<file path="src/rtl/pfa_pkg.sv">
package pfa_pkg;

   // fixed field widths
   localparam int ACT_W     = 3;
   localparam int PAGE_IO_W = 10;
   localparam int STAT_W    = 2;
   localparam int REF_OUT_W = 16;
   localparam int CFG_W     = 11;
   localparam int CSR_IDX_W = 1;

   // defaults for the top level parameters
   localparam int DEF_MAX_PAGES = 1024;
   localparam int DEF_REF_BITS  = 16;

   // reset value of page_count
   localparam logic [CFG_W-1:0] PAGE_COUNT_RST = CFG_W'(1024);

   // actions
   localparam logic [ACT_W-1:0] ACT_INIT   = 3'd0;
   localparam logic [ACT_W-1:0] ACT_ALLOC  = 3'd1;
   localparam logic [ACT_W-1:0] ACT_FREE   = 3'd2;
   localparam logic [ACT_W-1:0] ACT_INCREF = 3'd3;
   localparam logic [ACT_W-1:0] ACT_DECREF = 3'd4;

   // status codes
   localparam logic [STAT_W-1:0] STAT_OK     = 2'd0;
   localparam logic [STAT_W-1:0] STAT_NOMEM  = 2'd1;
   localparam logic [STAT_W-1:0] STAT_BADREF = 2'd2;
   localparam logic [STAT_W-1:0] STAT_RANGE  = 2'd3;

   // register indexes
   localparam logic [CSR_IDX_W-1:0] CSR_PAGE_COUNT = 1'd0;
   localparam logic [CSR_IDX_W-1:0] CSR_RESERVED   = 1'd1;

   // count unit operations
   typedef enum logic [1:0] {
      ALU_PASS,
      ALU_INC,
      ALU_DEC
   } alu_op_type;

   // store write enables
   typedef struct packed {
      logic ref_we;
      logic link_we;
   } store_wr_type;

endpackage

</file>
<file path="src/rtl/pfa_alu.sv">
module pfa_alu #(
   parameter int REF_BITS = 16,
   parameter int CMP_W    = 11
) (
   input  pfa_pkg::alu_op_type  op,
   input  logic [REF_BITS-1:0]  cnt_in,
   input  logic [CMP_W-1:0]     cmp_a,
   input  logic [CMP_W-1:0]     cmp_b,
   output logic [REF_BITS-1:0]  cnt_out,
   output logic                 cnt_zero,
   output logic                 cnt_out_zero,
   output logic                 lt
);
   import pfa_pkg::*;

   localparam logic [REF_BITS-1:0] CNT_MAX = '1;

   always_comb begin
      unique case (op)
         ALU_INC: cnt_out = (cnt_in == CNT_MAX) ? cnt_in : cnt_in + REF_BITS'(1);
         ALU_DEC: cnt_out = cnt_in - REF_BITS'(1);
         default: cnt_out = cnt_in;
      endcase
   end

   assign cnt_zero     = (cnt_in == '0);
   assign cnt_out_zero = (cnt_out == '0);
   assign lt           = (cmp_a < cmp_b);

endmodule

</file>
<file path="config.mk">
export PLATFORM = sky130hd
export DESIGN_NAME = pfa_alu
export DESIGN_NICKNAME = d
export VERILOG_FILES = /design/src/rtl/pfa_pkg.sv /design/src/rtl/pfa_alu.sv
export SDC_FILE = /design/constraint.sdc
export NUM_CORES = 1
export LEC_CHECK = 0
export BUFFER_PORTS_ARGS = -buffer_cell sky130_fd_sc_hd__clkbuf_2
export CORE_MARGIN = 2
export CORE_UTILIZATION = 29
export DETAILED_ROUTE_END_ITERATION = 6
export PLACE_DENSITY = 0.61
export SLEW_MARGIN = 5
export SYNTH_ARGS = -nofsm -noshare
export SYNTH_HDL_FRONTEND = slang
export SYNTH_SLANG_ARGS = --single-unit
</file>
<file path="constraint.sdc">
create_clock -name vclk -period 5.98
set_clock_uncertainty 0.2 [all_clocks]
set_input_delay 0.897 -clock vclk [all_inputs]
set_output_delay 0.897 -clock vclk [all_outputs]
set_load 0.01 [all_outputs]
</file>
After elaboration in Yosys (flattened, before gate mapping)
Cells that the tools add are included.
{"block": "totals", "input_bits": 40, "word_cells": 10, "reg_bits": 0}
{"block": "classes", "addsub": 2, "n_eq_ne": 3, "mux": 2, "order_cmp": 1, "n_reduce_logical": 2}
{"operator": "16-bit zero test", "n": 2}
{"operator": "16-bit case mux with 2 select lines", "n": 1}
{"operator": "16-bit by 1-bit adder with 16-bit output (second input constant)", "n": 1}
{"operator": "16-bit == test (second input constant)", "n": 1}
{"operator": "16-bit two-way mux", "n": 1}
{"operator": "16-bit by 1-bit subtractor with 16-bit output (second input constant)", "n": 1}
{"operator": "11-bit < comparator", "n": 1}
{"operator": "2-bit by 1-bit == test with 1-bit output (second input constant)", "n": 1}
{"operator": "2-bit == test (second input constant)", "n": 1}

Logic depth before layout (Yosys ltp)
{"block": "depth", "ltp_word": 4, "ltp_mapped": 10, "ltp_nobuf": 9}

Least setup slack after synthesis
No wires, ideal clock.
{"block": "synth_path", "path_type": "in2out", "from": "input cnt_in[0]", "to": "output cnt_out_zero", "setup_slack_ps": 1873, "path_stages": 10, "arrival_time_ps": 3010, "n_path_buf": 1, "cell_sequence": "buf_6 > inv_1 > ha_1 > or3b_2 > or4_1 > a21oi_1 > a31oi_1 > nor3_1 > nand4b_1 > nor4_2"}
{"block": "synth_via", "elab_chain_len": 4, "elab_cells_between_ends": 6}
{"item": "start, declared", "line_no": "pfa_alu.sv:6", "source": "input logic [REF_BITS-1:0] cnt_in,"}
{"item": "16-bit by 1-bit adder with 16-bit output or 16-bit == test (tied branches)", "line_no": "pfa_alu.sv:20", "source": "ALU_INC: cnt_out = (cnt_in == CNT_MAX) ? cnt_in : cnt_in + REF_BITS'(1);"}
{"item": "16-bit two-way mux", "line_no": "pfa_alu.sv:20"}
{"item": "16-bit case mux with 2 select lines (*)", "line_no": "pfa_alu.sv:19", "source": "unique case (op)"}
{"item": "net cnt_out[12]", "line_no": "pfa_alu.sv:9", "source": "output logic [REF_BITS-1:0] cnt_out,"}
{"item": "16-bit zero test (*)", "line_no": "pfa_alu.sv:27", "source": "assign cnt_out_zero = (cnt_out == '0);"}
{"item": "end, declared", "line_no": "pfa_alu.sv:11", "source": "output logic cnt_out_zero,"}
Mark *: on every way through the listed nets, which the timed path passes. The rest lies on a longest branch.

Final worst setup path
{"block": "layout_path", "from": "input cnt_in[0]", "to": "output cnt_out_zero"}
{"block": "layout_via", "elab_chain_len": 4, "elab_cells_between_ends": 6}
{"item": "16-bit by 1-bit adder with 16-bit output or 16-bit == test (tied branches)", "line_no": "pfa_alu.sv:20"}
{"item": "16-bit two-way mux", "line_no": "pfa_alu.sv:20"}
{"item": "16-bit case mux with 2 select lines (*)", "line_no": "pfa_alu.sv:19"}
{"item": "16-bit zero test (*)", "line_no": "pfa_alu.sv:27"}
Every way passes the cells marked *; elsewhere a longest branch is shown, timed or not.

==> impl_summary.md <==
Detailed routing
The first detailed-routing pass ran for 6 iterations. Once detail routing completed, the nets flagged for antenna violations numbered 0. The detailed router finished its first iteration with 289 violations. Using the TritonRoute via totals, the vias-per-cell ratio works out to 5.95. The number of design rule violations left after detail routing is 0. The per-cell routed wire length is 14.7 um. The final layout contains routed wiring with a total length of 4740 um. The detailed router placed 1917 vias in this run.

Die
In this run the core area contains 25 standard-cell rows. The die is 73.9 um tall. The initial core utilization is 30.0%. The die covers 5460 um2. The total area inside the core boundary comes to 4720 um2. The boundary pin count is 59. The die is 73.9 um wide.

Global routing
The first global-routing pass estimated 7960 um of wire. The met3 routing resource usage after global routing is 2.19%. The global routing stage identified its most utilized layer as met2.

Global routing used 25.1% of the available met1 tracks. The maximum number of pins on one net before global-route repair is 23. The number of antenna violations at the first check in global routing was 0. Across every metal layer, demand over resource in global routing totals 17.6%. The number of global-route vias before repair is 1717.

For met2 alone, demand over resource in global routing was 27.5%. For this run the aggregate overflow at the end of global routing stands at 0.

Worst setup path
In this run the worst setup path terminates at cnt_out_zero. The startpoint class of the critical path is an input pin. The sum of buffers and inverters on the critical path is 3. The maximum fanout encountered on the critical timing path is 10. The number of logic stages on the critical path including buffering is 11. The critical path class is in -> out. On the worst path, the slowest cell contributes a delay of 510 ps. Broken down by cell family, the worst path's largest delay share belongs to simple AND/OR/NAND/NOR gates. Tracing the worst setup path back leads to its startpoint at cnt_in[0]. The critical path goes through clkbuf_2, inv_1, ha_1, or3b_2, or4_1, a21oi_1, a31oi_1, nor3_1, nand4b_1, nor4_2, clkbuf_2. The required time reported for the critical path endpoint is 4880 ps. The data arrival time of the worst path is 3470 ps. Among the stages of the critical path, the cell type that occurs most often is sky130_fd_sc_hd__clkbuf_2. The category of the worst setup path capture point is a primary output.

Among all stages on the critical path, the largest delay is contributed by sky130_fd_sc_hd__or3b_2.

CTS
In this run, post-CTS repair resized a total of 0 instances. Hold repair after CTS inserted 0 buffers. The number of setup buffers added after CTS is 0.

Finish
The synthesis-to-layout area growth is 19.8%. The filler cells instantiated in the layout total 512. The number of clock buffer instances in the layout is 0. The register area is 0 um2. 0 antenna diodes ended up in the layout.

At the end of the flow, the number of nets in the layout was 311. The footprint of the multi-input gates is 1230 um2. Of the cells placed in the final design, the portion with a size suffix greater than 1 is 27.5%. The layout sequential cell count is 0.

Timing
The max-slew violation count is 0. Setup violations remaining at the end of the flow were counted as 0. Headroom to the max-slew limit came out at 52.7%.

For the pin with the worst max-slew slack, the measured transition is 709 ps. Dividing the final minimum period by the clock period gives 76.4%. The total negative setup slack is 0 ps.

The count of final hold-check violations is 0. Timing would allow up to 0.219 GHz. After layout, the minimum clock period comes to 4570 ps. The worst-case setup margin in the final layout is 1410 ps. Setup repair after global routing left no endpoint under its margin.

Logic synthesis
The portion of synthesized cell area occupied by the leading cell type is 12.4%. The cell area that synthesis handed to floorplanning was 1420 um2. By count the netlist is led by sky130_fd_sc_hd__inv_1 (24), sky130_fd_sc_hd__ha_1 (14), sky130_fd_sc_hd__nor2_1 (13). Sequential cells were found to cover 0% of the synthesized design area. The most used standard cell by instance count after synthesis is sky130_fd_sc_hd__inv_1. The most area-hungry cell type in the Yosys netlist is sky130_fd_sc_hd__ha_1. The count of warnings emitted by yosys is 0.

Counting every net in the synthesized netlist gives 268. The post-synthesis area per instance is 6.62 um2. The netlist uses 52 different library cells. By area the synthesized netlist is led by sky130_fd_sc_hd__ha_1 (12%), sky130_fd_sc_hd__inv_1 (6.4%), sky130_fd_sc_hd__nor4_1 (4.4%). Synthesis handed over a netlist of 214 instances.

Pwr
The power density relative to cell area is 70.1 nW/um2. The analysis attributes to cell leakage a power of 0.793 nW. Across the VDD grid, the largest voltage drop is 24.4 uV.

Status
The flow ran to the end, and the final reports show no timing, DRC or antenna violations.

Hold path
The kind of path behind the tightest hold check is in -> out.

Place
After legalization and detailed placement, the total HPWL measured 3730 um. The worst setup slack after placement is 1430 ps. The number of port buffers is 59. The congestion estimate from routability-driven global placement came to 0.947.

Flow run
The max-cap check violation count is 0.
## power by group
group	internal, W	switching [W]
clock network	0	0
registers	0	0
logic	0.0000470	0.0000719
## layout by cell type (no fill, tap or decap), types with 2 or more instances in the layout
cell / count
sky130_fd_sc_hd__nand4b_1: 2
sky130_fd_sc_hd__clkbuf_2: 59
sky130_fd_sc_hd__a211oi_1: 4
sky130_fd_sc_hd__o22ai_1: 4
sky130_fd_sc_hd__nand2_1: 11
sky130_fd_sc_hd__o221ai_1: 4
sky130_fd_sc_hd__or3_1: 5
sky130_fd_sc_hd__a31oi_1: 4
sky130_fd_sc_hd__nor2_1: 13
sky130_fd_sc_hd__and3_1: 4
sky130_fd_sc_hd__a22oi_1: 2
sky130_fd_sc_hd__mux2i_1: 2
sky130_fd_sc_hd__a221oi_1: 2
sky130_fd_sc_hd__and4_1: 4
sky130_fd_sc_hd__nor4_1: 10
sky130_fd_sc_hd__o21ai_0: 8
sky130_fd_sc_hd__o21ai_1: 2
sky130_fd_sc_hd__a221o_1: 2
sky130_fd_sc_hd__nor3_1: 8
sky130_fd_sc_hd__a41oi_1: 4
sky130_fd_sc_hd__ha_1: 14
sky130_fd_sc_hd__nand4_1: 9
sky130_fd_sc_hd__a21oi_1: 11
sky130_fd_sc_hd__a41o_1: 2
sky130_fd_sc_hd__nand2b_1: 2
sky130_fd_sc_hd__a21o_1: 8
sky130_fd_sc_hd__inv_1: 24
sky130_fd_sc_hd__nand3_1: 10
## cell type report
cell class                      instances  share of cell area, %
Multi-Input combinational cell        172                   72.3
Timing Repair Buffer                   59                   17.4
Inverter                               24                   5.31
Tap cell                               67                   4.94
## logic make-up (layout without fill, tap and decap cells)
family | after synthesis | in the layout | share of synthesized area [%]
mux | 2 | 2 | 1.41
buf+inv | 42 | 83 | 13.3
compound gates | 67 | 67 | 34.8
fa+ha+maj | 14 | 14 | 12.4
simple gates | 89 | 89 | 38.1
## routing by layer
metal / up-vias / wire length [um]
li1: 918 / -
met1: 818 / 1940
met2: 164 / 2040
met3: 17 / 617
met4: 0 / 140
met5: - / 0
## worst min-delay path by stage
stage               cells after the start        from        to  slack [ps]
finish                                  3  cnt_in[15]  cnt_zero        1940
global route                            3  cnt_in[15]  cnt_zero        1970
CTS                                     3  cnt_in[15]  cnt_zero        1930
detailed placement                      3  cnt_in[15]  cnt_zero        1930
global placement                        3  cnt_in[15]  cnt_zero        1940
floorplan                               1  cnt_in[15]  cnt_zero        1650
## metrics by stage
| stage | total power (W) | utilization [%] | hold WS [ps] | instances | area, um2 |
|---|---|---|---|---|---|
| 3_5_place_dp | 0.000117 | 35.9 | 1930 | 322 | 1700 |
| 5_1_grt | 0.000133 | 35.9 | 1970 | 322 | 1700 |
| 3_3_place_gp | 0.000118 | 35.9 | 1940 | 322 | 1700 |
| 6_report | 0.000119 | 35.9 | 1940 | 322 | 1700 |
| 4_1_cts | 0.000118 | 35.9 | 1930 | 322 | 1700 |
| 2_1_floorplan | 0.0000777 | - | 1650 | 214 | 1420 |
## worst min-delay path, delay by kind of cell
family	cells	cell delay (ps)
buffers and inverters	2	270
and+or+nand+nor	1	70
Power figures use the tool's default switching activity.
